`config.mk`:
```
export PLATFORM = sky130hd
export DESIGN_NAME = fasta_record_deframer_top
export DESIGN_NICKNAME = d
export VERILOG_FILES = /design/src/design/frd_pkg.sv /design/src/design/frd_parser.sv /design/src/design/frd_queue.sv /design/src/design/frd_out_stage.sv /design/src/design/fasta_record_deframer_top.sv
export SDC_FILE = /design/constraint.sdc
export NUM_CORES = 1
export LEC_CHECK = 0
export ABC_AREA = 1
export BUFFER_PORTS_ARGS = -buffer_cell sky130_fd_sc_hd__buf_2
export CORE_MARGIN = 8
export CORE_UTILIZATION = 35
export DETAILED_ROUTE_END_ITERATION = 6
export SETUP_SLACK_MARGIN = 0.2
export SLEW_MARGIN = 5
export SYNTH_ARGS = -nofsm -noshare
export SYNTH_HDL_FRONTEND = slang
export SYNTH_SLANG_ARGS = --single-unit
export TNS_END_PERCENT = 50
```
`constraint.sdc`:
```
create_clock -name clk -period 7.2 [get_ports clk]
set_clock_uncertainty 0.2 [all_clocks]
set_input_delay 2.16 -clock clk [delete_from_list [all_inputs] [get_ports clk]]
set_output_delay 2.16 -clock clk [all_outputs]
set_load 0.03 [all_outputs]
```
`src/design/frd_pkg.sv`:
```
package frd_pkg;

  localparam int COUNT_BITS_DEF = 32;
  localparam int QUEUE_DEPTH    = 4;

  localparam logic [7:0] CH_GT  = 8'h3E;
  localparam logic [7:0] CH_LF  = 8'h0A;
  localparam logic [7:0] CH_CR  = 8'h0D;
  localparam logic [7:0] CH_UA  = 8'h41;
  localparam logic [7:0] CH_UC  = 8'h43;
  localparam logic [7:0] CH_UG  = 8'h47;
  localparam logic [7:0] CH_UN  = 8'h4E;
  localparam logic [7:0] CH_UT  = 8'h54;
  localparam logic [7:0] CH_UU  = 8'h55;
  localparam logic [7:0] CH_LA  = 8'h61;
  localparam logic [7:0] CH_LU  = 8'h75;
  localparam logic [7:0] CH_LZ  = 8'h7A;
  localparam logic [7:0] CASE_OFS = 8'h20;

  typedef enum logic [1:0] {
    KIND_HEAD       = 2'd0,
    KIND_BASE       = 2'd1,
    KIND_REC_END    = 2'd2,
    KIND_STREAM_END = 2'd3
  } kind_t;

  typedef struct packed {
    logic [7:0] text_byte;
    logic       end_of_stream;
  } in_beat_t;

  typedef struct packed {
    kind_t       result_kind;
    logic [7:0]  out_byte;
    logic        record_status;
    logic [31:0] base_total;
  } out_beat_t;

  // Results produced by one accepted input beat, handed to the queue.
  typedef struct packed {
    logic [1:0] cnt;
    out_beat_t  first;
    out_beat_t  second;
  } push_t;

endpackage

```
`src/design/frd_parser.sv`:
```
module frd_parser #(
  parameter int COUNT_BITS = frd_pkg::COUNT_BITS_DEF
) (
  input  logic              clk,
  input  logic              rst_n,
  input  logic              in_valid,
  input  logic              in_ready,
  input  frd_pkg::in_beat_t in_data,
  output frd_pkg::push_t    push
);

  typedef enum logic [1:0] {
    MODE_SEEK = 2'd0,
    MODE_HEAD = 2'd1,
    MODE_SEQ  = 2'd2
  } mode_t;

  mode_t                 mode_r, mode_nxt;
  logic                  line_start_r, line_start_nxt;
  logic                  cr_pending_r, cr_pending_nxt;
  logic                  bad_r, bad_nxt;
  logic [COUNT_BITS-1:0] count_r, count_nxt;
  logic [31:0]           total_clip;
  logic [COUNT_BITS:0]   count_sum;
  logic [1:0]            inc;
  logic                  restart;
  logic [1:0]            n_res;
  frd_pkg::out_beat_t    res0, res1;
  logic                  accept;

  assign accept = in_valid && in_ready;

  // Fit the counter to the 32-bit result field: saturate if wider, zero-extend if narrower.
  generate
    if (COUNT_BITS > 32) begin : g_clip_wide
      assign total_clip = (|count_r[COUNT_BITS-1:32]) ? 32'hFFFF_FFFF : count_r[31:0];
    end else if (COUNT_BITS == 32) begin : g_clip_eq
      assign total_clip = count_r;
    end else begin : g_clip_narrow
      assign total_clip = {{(32 - COUNT_BITS){1'b0}}, count_r};
    end
  endgenerate

  function automatic logic [7:0] norm_base(input logic [7:0] b);
    logic [7:0] c;
    c = b;
    if (b == frd_pkg::CH_LU || b == frd_pkg::CH_UU) begin
      c = frd_pkg::CH_UT;
    end else if (b >= frd_pkg::CH_LA && b <= frd_pkg::CH_LZ) begin
      c = b - frd_pkg::CASE_OFS;
    end
    return c;
  endfunction

  function automatic logic good_base(input logic [7:0] c);
    return (c == frd_pkg::CH_UA) || (c == frd_pkg::CH_UC) || (c == frd_pkg::CH_UG) ||
           (c == frd_pkg::CH_UT) || (c == frd_pkg::CH_UN);
  endfunction

  function automatic frd_pkg::out_beat_t mk(input frd_pkg::kind_t k, input logic [7:0] b,
                                            input logic s, input logic [31:0] t);
    frd_pkg::out_beat_t r;
    r.result_kind   = k;
    r.out_byte      = b;
    r.record_status = s;
    r.base_total    = t;
    return r;
  endfunction

  always_comb begin
    frd_pkg::out_beat_t rec_end;
    frd_pkg::out_beat_t item;
    logic [7:0]         b;
    logic [7:0]         c;
    logic               done;
    b              = in_data.text_byte;
    c              = norm_base(b);
    done           = 1'b0;
    rec_end        = mk(frd_pkg::KIND_REC_END, 8'h00,
                        bad_r || (count_r == '0), total_clip);
    item           = '0;
    mode_nxt       = mode_r;
    line_start_nxt = line_start_r;
    cr_pending_nxt = cr_pending_r;
    bad_nxt        = bad_r;
    restart        = 1'b0;
    inc            = 2'd0;
    n_res          = 2'd0;
    res0           = '0;
    res1           = '0;

    if (in_data.end_of_stream) begin
      // Close an open record, then mark end of stream; return to reset state.
      if (mode_r == MODE_HEAD || mode_r == MODE_SEQ) begin
        res0  = rec_end;
        res1  = mk(frd_pkg::KIND_STREAM_END, 8'h00, 1'b1, 32'h0);
        n_res = 2'd2;
      end else begin
        res0  = mk(frd_pkg::KIND_STREAM_END, 8'h00, 1'b1, 32'h0);
        n_res = 2'd1;
      end
      mode_nxt       = MODE_SEEK;
      line_start_nxt = 1'b1;
      cr_pending_nxt = 1'b0;
      bad_nxt        = 1'b0;
      restart        = 1'b1;
    end else begin
      unique case (mode_r)
        MODE_HEAD: begin
          if (cr_pending_r) begin
            cr_pending_nxt = 1'b0;
            if (b == frd_pkg::CH_LF) begin
              mode_nxt       = MODE_SEQ;
              line_start_nxt = 1'b1;
              done           = 1'b1;
            end else begin
              res0  = mk(frd_pkg::KIND_HEAD, frd_pkg::CH_CR, 1'b0, 32'h0);
              n_res = 2'd1;
            end
          end
          if (!done) begin
            if (b == frd_pkg::CH_LF) begin
              mode_nxt       = MODE_SEQ;
              line_start_nxt = 1'b1;
            end else if (b == frd_pkg::CH_CR) begin
              cr_pending_nxt = 1'b1;
            end else begin
              item = mk(frd_pkg::KIND_HEAD, b, 1'b0, 32'h0);
              if (n_res == 2'd0) res0 = item;
              else res1 = item;
              n_res = n_res + 2'd1;
            end
          end
        end
        MODE_SEQ: begin
          if (cr_pending_r) begin
            cr_pending_nxt = 1'b0;
            if (b == frd_pkg::CH_LF) begin
              line_start_nxt = 1'b1;
              done           = 1'b1;
            end else begin
              // A stray CR becomes a counted, invalid base.
              res0    = mk(frd_pkg::KIND_BASE, frd_pkg::CH_CR, 1'b0, 32'h0);
              n_res   = 2'd1;
              inc     = 2'd1;
              bad_nxt = 1'b1;
            end
          end
          if (!done) begin
            if (line_start_r && b == frd_pkg::CH_GT) begin
              res0           = rec_end;
              n_res          = 2'd1;
              restart        = 1'b1;
              bad_nxt        = 1'b0;
              cr_pending_nxt = 1'b0;
              mode_nxt       = MODE_HEAD;
              line_start_nxt = 1'b0;
            end else if (line_start_r && b == frd_pkg::CH_LF) begin
              res0           = rec_end;
              n_res          = 2'd1;
              restart        = 1'b1;
              bad_nxt        = 1'b0;
              cr_pending_nxt = 1'b0;
              mode_nxt       = MODE_SEEK;
              line_start_nxt = 1'b1;
            end else if (b == frd_pkg::CH_LF) begin
              line_start_nxt = 1'b1;
            end else if (b == frd_pkg::CH_CR) begin
              cr_pending_nxt = 1'b1;
              line_start_nxt = 1'b0;
            end else begin
              item = mk(frd_pkg::KIND_BASE, c, 1'b0, 32'h0);
              if (n_res == 2'd0) res0 = item;
              else res1 = item;
              n_res = n_res + 2'd1;
              inc   = inc + 2'd1;
              if (!good_base(c)) bad_nxt = 1'b1;
              line_start_nxt = 1'b0;
            end
          end
        end
        default: begin
          if (line_start_r && b == frd_pkg::CH_GT) begin
            restart        = 1'b1;
            bad_nxt        = 1'b0;
            cr_pending_nxt = 1'b0;
            mode_nxt       = MODE_HEAD;
            line_start_nxt = 1'b0;
          end else begin
            mode_nxt       = MODE_SEEK;
            cr_pending_nxt = 1'b0;
            line_start_nxt = (b == frd_pkg::CH_LF);
          end
        end
      endcase
    end
  end

  // Saturating count: a carry out means the sum passed all ones.
  assign count_sum = {1'b0, count_r} + {{(COUNT_BITS - 1){1'b0}}, inc};
  assign count_nxt = restart ? '0 :
                     (count_sum[COUNT_BITS] ? '1 : count_sum[COUNT_BITS-1:0]);

  always_ff @(posedge clk) begin
    if (!rst_n) begin
      mode_r       <= MODE_SEEK;
      line_start_r <= 1'b1;
      cr_pending_r <= 1'b0;
      bad_r        <= 1'b0;
      count_r      <= '0;
    end else if (accept) begin
      mode_r       <= mode_nxt;
      line_start_r <= line_start_nxt;
      cr_pending_r <= cr_pending_nxt;
      bad_r        <= bad_nxt;
      count_r      <= count_nxt;
    end
  end

  assign push.cnt    = accept ? n_res : 2'd0;
  assign push.first  = res0;
  assign push.second = res1;

endmodule

```
`src/design/frd_queue.sv`:
```
module frd_queue (
  input  logic               clk,
  input  logic               rst_n,
  input  frd_pkg::push_t     push,
  output logic               space_ok,
  output logic               q_valid,
  output frd_pkg::out_beat_t q_data,
  input  logic               pop
);

  localparam int DEPTH = frd_pkg::QUEUE_DEPTH;
  localparam int AW    = $clog2(DEPTH);

  frd_pkg::out_beat_t q_r [DEPTH];
  logic [AW-1:0]      wr_ptr_r, wr_ptr_nxt;
  logic [AW-1:0]      rd_ptr_r, rd_ptr_nxt;
  logic [AW:0]        cnt_r, cnt_nxt;
  logic [AW-1:0]      wr_ptr_p1;

  assign wr_ptr_p1 = wr_ptr_r + 1'b1;

  // Hold room for the largest burst one beat can push.
  assign space_ok = (cnt_r <= (AW + 1)'(DEPTH - 2));
  assign q_valid  = (cnt_r != '0);
  assign q_data   = q_r[rd_ptr_r];

  assign wr_ptr_nxt = wr_ptr_r + AW'(push.cnt);
  assign rd_ptr_nxt = rd_ptr_r + AW'(pop);
  assign cnt_nxt    = cnt_r + (AW + 1)'(push.cnt) - (AW + 1)'(pop);

  always_ff @(posedge clk) begin
    if (push.cnt != 2'd0) q_r[wr_ptr_r] <= push.first;
    if (push.cnt == 2'd2) q_r[wr_ptr_p1] <= push.second;
  end

  always_ff @(posedge clk) begin
    if (!rst_n) begin
      wr_ptr_r <= '0;
      rd_ptr_r <= '0;
      cnt_r    <= '0;
    end else begin
      wr_ptr_r <= wr_ptr_nxt;
      rd_ptr_r <= rd_ptr_nxt;
      cnt_r    <= cnt_nxt;
    end
  end

  a_no_overflow: assert property (@(posedge clk) disable iff (!rst_n)
    cnt_r <= (AW + 1)'(DEPTH))
    else $error("result queue overflow");

  a_pop_nonempty: assert property (@(posedge clk) disable iff (!rst_n)
    pop |-> cnt_r != '0)
    else $error("pop from empty result queue");

  a_push_has_room: assert property (@(posedge clk) disable iff (!rst_n)
    (push.cnt != 2'd0) |-> space_ok)
    else $error("push without room");

endmodule

```
`src/design/frd_out_stage.sv`:
```
module frd_out_stage (
  input  logic               clk,
  input  logic               rst_n,
  input  logic               q_valid,
  input  frd_pkg::out_beat_t q_data,
  output logic               pop,
  output logic               out_valid,
  input  logic               out_ready,
  output frd_pkg::out_beat_t out_data
);

  logic               valid_r;
  frd_pkg::out_beat_t data_r;

  // Advance when the register is empty or its beat is being taken.
  assign pop = q_valid && (!valid_r || out_ready);

  always_ff @(posedge clk) begin
    if (!rst_n) begin
      valid_r <= 1'b0;
    end else if (pop) begin
      valid_r <= 1'b1;
    end else if (out_ready) begin
      valid_r <= 1'b0;
    end
  end

  always_ff @(posedge clk) begin
    if (pop) data_r <= q_data;
  end

  assign out_valid = valid_r;
  assign out_data  = data_r;

endmodule

```
`src/design/fasta_record_deframer_top.sv`:
```
// FASTA record deframer.
// Input channel (in_valid/in_ready/in_data): one beat per text byte, or one
// beat with end_of_stream set that carries no byte.
// Output channel (out_valid/out_ready/out_data): header bytes, normalized
// sequence bases, record-end beats with status and base count, and a final
// stream-end beat. One input beat yields zero, one or two output beats.
// Path: the parser writes an accepted beat's results into the queue as it
// accepts the beat, and the output register then loads them from the queue.
// Throughput: one input beat per cycle while each beat yields at most one
// result and the receiver keeps taking results; the single output register
// drains one result per cycle while out_ready is high, and the four-entry
// result queue between parser and output stage absorbs two-result beats.
// in_ready drops when the queue has fewer than two free entries.
// Reset (rst_n low, synchronous): parser returns to header search at line
// start, counters clear, queue and output register empty.
// Receiver stall: out_data holds until taken; the queue fills, then in_ready
// falls and the parser holds its state.
module fasta_record_deframer_top #(
  parameter int COUNT_BITS = frd_pkg::COUNT_BITS_DEF
) (
  input  logic               clk,
  input  logic               rst_n,
  input  logic               in_valid,
  output logic               in_ready,
  input  frd_pkg::in_beat_t  in_data,
  output logic               out_valid,
  input  logic               out_ready,
  output frd_pkg::out_beat_t out_data
);

  frd_pkg::push_t     push;
  logic               space_ok;
  logic               q_valid;
  frd_pkg::out_beat_t q_data;
  logic               pop;

  // Accept a beat only when the queue can take both of its possible results.
  assign in_ready = space_ok;

  // Front: classify bytes and build results.
  frd_parser #(
    .COUNT_BITS(COUNT_BITS)
  ) u_parser (
    .clk     (clk),
    .rst_n   (rst_n),
    .in_valid(in_valid),
    .in_ready(in_ready),
    .in_data (in_data),
    .push    (push)
  );

  // Decouple the two sides.
  frd_queue u_queue (
    .clk     (clk),
    .rst_n   (rst_n),
    .push    (push),
    .space_ok(space_ok),
    .q_valid (q_valid),
    .q_data  (q_data),
    .pop     (pop)
  );

  // Back: registered output beat.
  frd_out_stage u_out (
    .clk      (clk),
    .rst_n    (rst_n),
    .q_valid  (q_valid),
    .q_data   (q_data),
    .pop      (pop),
    .out_valid(out_valid),
    .out_ready(out_ready),
    .out_data (out_data)
  );

endmodule
```
==> results of run 1 <==
-- metal layers --
layer / up-vias / GRT usage / wire length [microns]
met5: - / 0 / 0
met4: 0 / 0.0522 / 791
li1: 6206 / - / -
met1: 5747 / 0.236 / 18200
met2: 377 / 0.275 / 17700
met3: 57 / 0.0234 / 2530
-- synth_stat cells, types with 8 or more instances --
cell type  count
inv_1        162
o21ai_0      119
clkbuf_1      65
nand4_1       14
dfxtp_1      173
buf_2         27
edfxtp_1      87
nor4_1         8
nand2_2       13
xor2_1         9
buf_4         13
nor2_1       302
o22ai_1       51
ha_1          12
nand2_1      420
nand3_1      172
a21oi_1      173
buf_1          8
nor3_1        19
-- report_power, final --
group          total (mW)  internal, mW  switching [mW]
Combinational        1.89         0.559            1.33
Clock                1.54         0.930           0.608
Sequential           2.30          2.11           0.190
-- state kept, by name, summed over array words and instances (netlist names) --
signal                 count
u_out.out_data            43
u_out.out_valid            1
u_parser.bad_r             1
u_parser.count_r          32
u_parser.cr_pending_r      1
u_parser.line_start_r      1
u_parser.mode_r            2
u_queue.cnt_r              3
u_queue.q_r              172
u_queue.rd_ptr_r           2
u_queue.wr_ptr_r           2
-- worst paths after layout --
check | startpoint | end | slack [ns] | cells past startpoint
worst max-delay path | in_data[1] | u_parser.count_r[7]$_SDFFE_PN0P_ | 1.39 | 23
worst min-delay path | u_queue.q_r[1][22]$_SDFFE_PP0P_ | u_queue.q_r[1][22]$_SDFFE_PP0P_ | 0.28 | 2
worst max register to register | u_parser.cr_pending_r$_SDFFE_PN0P_ | u_parser.count_r[7]$_SDFFE_PN0P_ | 2.98 | 20
worst min register to register | u_queue.q_r[1][22]$_SDFFE_PP0P_ | u_queue.q_r[1][22]$_SDFFE_PP0P_ | 0.28 | 2
-- metrics by stage --
| step | std cells | utilization | worst slack, ns | hold WS, ns |
|---|---|---|---|---|
| 2_1_floorplan | 1893 | - | 0.979 | 0.246 |
| 3_3_place_gp | 2367 | 0.372 | 0.910 | 0.255 |
| 3_5_place_dp | 2367 | 0.372 | 0.814 | 0.264 |
| 4_1_cts | 2421 | 0.398 | 1.39 | 0.278 |
| 5_1_grt | 2421 | 0.398 | 1.00 | 0.297 |
| 6_report | 2421 | 0.398 | 1.39 | 0.276 |
-- cell families after synthesis --
logic type,count (synthesis),synth area share
DFF,260,0.452
and+or+nand+nor,965,0.300
buffers and inverters,287,0.0874
adders and majority gates,14,0.0142
xor gates and xnor gates,11,0.00717
AOI/OAI and AO/OA,356,0.139
-- critical path: stages --
cell	delay, ns
buf_2	0.13
nor2_1	0.18
nand2_2	0.09
nor2_4	0.19
nor2_1	0.12
ha_1	0.29
inv_1	0.04
nor2_1	0.14
nor2_1	0.06
a2111oi_0	0.42
ha_1	0.23
inv_1	0.07
fa_1	0.45
inv_1	0.11
nand2_1	0.18
nor2_4	0.18
nand2_1	0.13
nor3_2	0.22
nand3_1	0.14
buf_4	0.24
nand2_1	0.08
nand2_1	0.05
a21oi_1	0.16
-- area by class of cell --
| class | instances | area, sq um |
|---|---|---|
| fillers | 3890 | 22700 |
| multi-input cells | 1346 | 6230 |
| flip-flops and latches | 260 | 6080 |
| clock buffers | 43 | 861 |
| inverters | 172 | 646 |
| well taps | 511 | 639 |
| repair buffers | 78 | 455 |
| clock inverters | 11 | 130 |
==> impl_metrics.csv, run 1 <==
group,metric,value,unit
outcome,status,"finished, final reports clean",
clock_network,post_cts_buffers,0,
clock_network,cts.htree.levels,1,
timing,period_needed,5.81,ns
global_route,grt_max_degree,179,
layout,syn_to_final_growth,11.9,%
power_and_ir_drop,p_leak,6.84,nW
clock_network,cts_buffer_depth,3,
yosys,synth_edf_count,87,
yosys,ys_warn_count,0,
timing,tightest_slew,1.07,ns
detailed_routing,antenna_left,0,
die,fp.dieH,212,microns
timing,period_share,0.807,
yosys,syn-num-nets,1920,
yosys,synth_area_leaders,"dfxtp_1, edfxtp_1, nand2_1",
die,num_rows,71,
global_route,grt_antenna_before_repair,0,
critical_path,critPathArrivalTime,6.09,ns
detailed_routing,viasPerCell,5.12,
die,io_pins,58,
layout,fin_area,15000,sq um
placement,dp_hpwl,24500,microns
yosys,synth-seq-area-share,0.452,
yosys,synth_top_area_cell,"dfxtp_1",
layout,final_common_cell,"nand2_1",
die,coreArea,37800,sq um
detailed_routing,drt-pass1-iter-count,5,
timing,finalSetupViolCount,0,
yosys,synth_cell_type_count,40,
layout,layout-drive-gt1-share,0.0843,
clock_network,insertion_delay,0.57,ns
yosys,yosys.area.top_type_share,0.258,
detailed_routing,drt_iter0_markers,959,
detailed_routing,routedWlPerCell,16.2,microns
clock_network,numCtsBuffers,30,
global_route,grt_pass1_wl,62500,microns
die,die-area,44900,sq um
layout,final_cell_mix,"nand2_1, nor2_1, a21oi_1",
clock_network,numClockSinks,260,
clock_network,clkSlewWorstSetupHoldPaths,0.05,ns
detailed_routing,drc,0,
detailed_routing,drt_wl_total,39200,microns
placement,placed_area,14100,sq um
layout,nets,1915,
timing,tns,0,ns
power_and_ir_drop,ir_drop,0.000273,V
yosys,ys_seq_elements,260,
critical_path,cp_max_fo,18,
yosys,synthCells,1893,
clock_network,cts_root_buffer,"clkbuf_16",
layout,antenna_cells_inserted,0,
global_route,grt_pass1_vias,11400,
global_route,grt_overflow_total,0,
clock_network,cts_resized,0,
critical_path,cp-start-kind,"primary input",
critical_path,crit_required,7.48,ns
detailed_routing,dr_total_vias,12400,
timing,finalMaxSlewViolations,0,
yosys,synth_ff_type,"dfxtp_1",
critical_path,crit_type,"in -> reg",
hold_path,hold_path_class,"reg -> reg",
die,die_w,212,microns
timing,fmax,0.172,GHz
placement,port_buffers,57,
yosys,synthArstFlopShare,0,
clock_network,cts_tree,"yes",
timing,rsz0062_at_grt,"no",
timing,hold_viol,0,
flow_run,maxCapViolCount,0,
power_and_ir_drop,powerDensity,381,nW/um^2
critical_path,end_kind,"register",
timing,maxSlewHeadroom,0.280,
die,start_util,0.356,
yosys,syn_area_per_cell,7.10,sq um
yosys,syn_area,13400,sq um
global_route,grt_usage,0.171,
power_and_ir_drop,report.power.total,5.74,mW
placement,place.gp.congestion,0.935,
clock_network,cts_hold_buf,0,
No activity file was read; power rests on OpenSTA's default activity.
==> run 2: changes to the inputs <==
==> constraint.sdc (replaced) <==
create_clock -name clk -period 4.9 [get_ports clk]
set_clock_uncertainty 0.2 [all_clocks]
set_input_delay 1.47 -clock clk [delete_from_list [all_inputs] [get_ports clk]]
set_output_delay 1.47 -clock clk [all_outputs]
set_load 0.03 [all_outputs]
==> run 2 against run 1 <==
Net effect:
- sequential power is 47% higher
- routed wire length is 0.16% lower
- global-route usage is 0.057 points higher
- setup slack worse by 0.88 ns
- largest power group unchanged
- non-clock buffer count is 39 higher
- die area stayed put
==> impl_metrics.csv, run 2 (synthesized netlist as in run 1, its figures left out) <==
group,metric,value,unit
timing,finalMaxSlewViolations,0,
die,fp.dieH,212,microns
detailed_routing,drt-pass1-iter-count,5,
critical_path,crit_required,5.18,ns
die,io_pins,58,
layout,nets,1953,
layout,largest_reg_flops,172,
layout,final_common_cell,"nand2_1",
global_route,grt_usage,0.172,
layout,multi_input_area,6260,sq um
power_and_ir_drop,switching_share,0.372,
global_route,grt_pass1_wl,63300,microns
die,die_w,212,microns
power_and_ir_drop,intPower,5.32,mW
die,die-area,44900,sq um
layout,syn_to_final_growth,14.5,%
critical_path,crit_path_top_delay_cell,"fa_2",
clock_network,numClockSinks,260,
timing,finalSetupViolCount,0,
detailed_routing,drt_wl_total,39100,microns
layout,largest_register,"u_queue.q_r",
critical_path,critPathArrivalTime,4.67,ns
global_route,grt_pass1_vias,11800,
critical_path,cp-start-kind,"primary input",
outcome,status,"finished, final reports clean",
clock_network,post_cts_buffers,0,
placement,placed_area,14400,sq um
clock_network,cts_buffer_depth,3,
critical_path,cp-startpoint,"in_data[7]",
clock_network,cts.htree.levels,1,
die,num_rows,71,
detailed_routing,drc,0,
timing,hold_viol,0,
clock_network,insertion_delay,0.56,ns
flow_run,maxCapViolCount,0,
clock_network,numCtsBuffers,29,
timing,rsz0062_at_grt,"no",
placement,place_inst,2406,
critical_path,r2r_setup_slack,1.32,ns
global_route,grt_overflow_total,0,
hold_path,hold_end,"u_queue.q_r[2][31]$_SDFFE_PP0P_",
global_route,grt_max_degree,175,
power_and_ir_drop,p_seq_frac,0.401,
layout,antenna_cells_inserted,0,
placement,place.gp.congestion,0.926,
power_and_ir_drop,powerDensity,550,nW/um^2
critical_path,end_kind,"register",
global_route,grt_antenna_before_repair,0,
power_and_ir_drop,p_clk_frac,0.266,
layout,regArea,6080,sq um
hold_path,holdPathStages,2,
detailed_routing,antenna_left,0,
clock_network,clkSlewWorstSetupHoldPaths,0.06,ns
die,coreArea,37800,sq um
timing,fmax,0.228,GHz
critical_path,r2r-end,"u_parser.count_r[3]$_SDFFE_PN0P_",
layout,fin_area,15400,sq um
timing,maxSlewHeadroom,0.343,
layout,layout-drive-gt1-share,0.107,
power_and_ir_drop,ir_drop,0.000310,V
clock_network,cts_root_buffer,"clkbuf_16",
clock_network,cts_hold_buf,0,
clock_network,cts_tree,"yes",
placement,dp_hpwl,24800,microns
power_and_ir_drop,share_comb_of_total_power,0.333,
critical_path,cp_max_fo,15,
critical_path,path_cells,"buf_2 -> nor2_1 -> nand2_1 -> inv_1 -> nand2_1 -> ha_1 -> inv_1 -> nor2_1 -> nor2_1 -> a2111oi_2 -> buf_4 -> ha_1 -> inv_1 -> fa_2 -> inv_2 -> nand2_2 -> nor2_4 -> nand2_2 -> nor3_4 -> nand3_2 -> buf_4 -> o21ai_0 -> nand2_1 -> a21oi_1",
timing,period_share,0.897,
layout,final_cells,2459,
layout,fillers,3884,
critical_path,crit_path_max_incr_delay,0.36,ns
critical_path,crit_type,"in -> reg",
detailed_routing,routedWlPerCell,15.9,microns
critical_path,rr_worst_depth,21,
timing,period_needed,4.39,ns
critical_path,r2r-start,"u_parser.cr_pending_r$_SDFFE_PN0P_",
hold_path,hold_path_class,"reg -> reg",
die,start_util,0.356,
detailed_routing,dr_total_vias,12500,
hold_path,hold_start,"u_queue.q_r[2][31]$_SDFFE_PP0P_",
power_and_ir_drop,report.power.total,8.46,mW
placement,port_buffers,57,
layout,final_cell_mix,"nand2_1, nor2_1, a21oi_1",
timing,tightest_slew,0.986,ns
clock_network,cts_resized,0,
detailed_routing,viasPerCell,5.07,
power_and_ir_drop,p_leak,7.05,nW
power_and_ir_drop,switchingPower,3.15,mW
detailed_routing,drt_iter0_markers,970,
[run 2: cell types whose count changed in the layout (fill, tap and decap cells not counted), sizes merged]
cell | before | now
clkbuf | 43 | 40
inv | 169 | 168
buf | 78 | 117
clkinv | 11 | 14
[run 2: power groups by stage]
stage          registers [mW]  logic [mW]  clock network [mW]
5_1_grt                  3.47        3.17                2.38
2_1_floorplan            3.79        1.67                   0
3_5_place_dp             3.43        2.84                   0
4_1_cts                  3.39        2.84                2.30
6_report                 3.39        2.82                2.25
3_3_place_gp             3.41        2.78                   0
[run 2: metrics by stage]
step	util	TNS [ns]	setup slack [ns]	hold WS (ns)
finish	0.407	0	0.507	0.276
global route	0.407	0	0.202	0.297
CTS	0.407	0	0.462	0.278
detailed placement	0.381	-2.49	-0.120	0.262
global placement	0.381	-2.21	-0.101	0.255
floorplan	-	0	0.187	0.246
[run 2: critical path: cells and delay by family]
| kind | cells | cell delay (ns) |
|---|---|---|
| and+or+nand+nor | 11 | 1.11 |
| buffers and inverters | 7 | 0.79 |
| adders and majority gates | 3 | 0.79 |
| AOI/OAI and AO/OA | 3 | 0.51 |
[run 2: per-layer routing]
metal  global-route usage  vias to the layer above  wire length (microns)
met1                0.236                     5767                  18200
li1                     -                     6278                      -
met2                0.284                      369                  17900
met5                    0                        -                      0
met4               0.0400                        0                    608
met3               0.0209                       52                   2510
[run 2: worst max-delay path by stage]
| stage | endpoint | slack [ns] |
|---|---|---|
| after floorplan | u_parser.count_r[31]$_SDFFE_PN0P_ | 0.19 |
| after global placement | u_parser.count_r[3]$_SDFFE_PN0P_ | -0.10 |
| after detailed placement | u_parser.count_r[3]$_SDFFE_PN0P_ | -0.12 |
| after CTS | u_parser.count_r[3]$_SDFFE_PN0P_ | 0.46 |
| after global routing | u_parser.count_r[3]$_SDFFE_PN0P_ | 0.20 |
| final | u_parser.count_r[3]$_SDFFE_PN0P_ | 0.51 |
[run 2: cell type report]
| class | instances | share of cell area |
|---|---|---|
| sequential | 260 | 0.395 |
| multi-input combinational | 1346 | 0.407 |
| timing repair buffer | 117 | 0.0497 |
| clock inverter | 13 | 0.00936 |
| clock buffer | 40 | 0.0552 |
| tap | 511 | 0.0416 |
| inverter | 172 | 0.0420 |
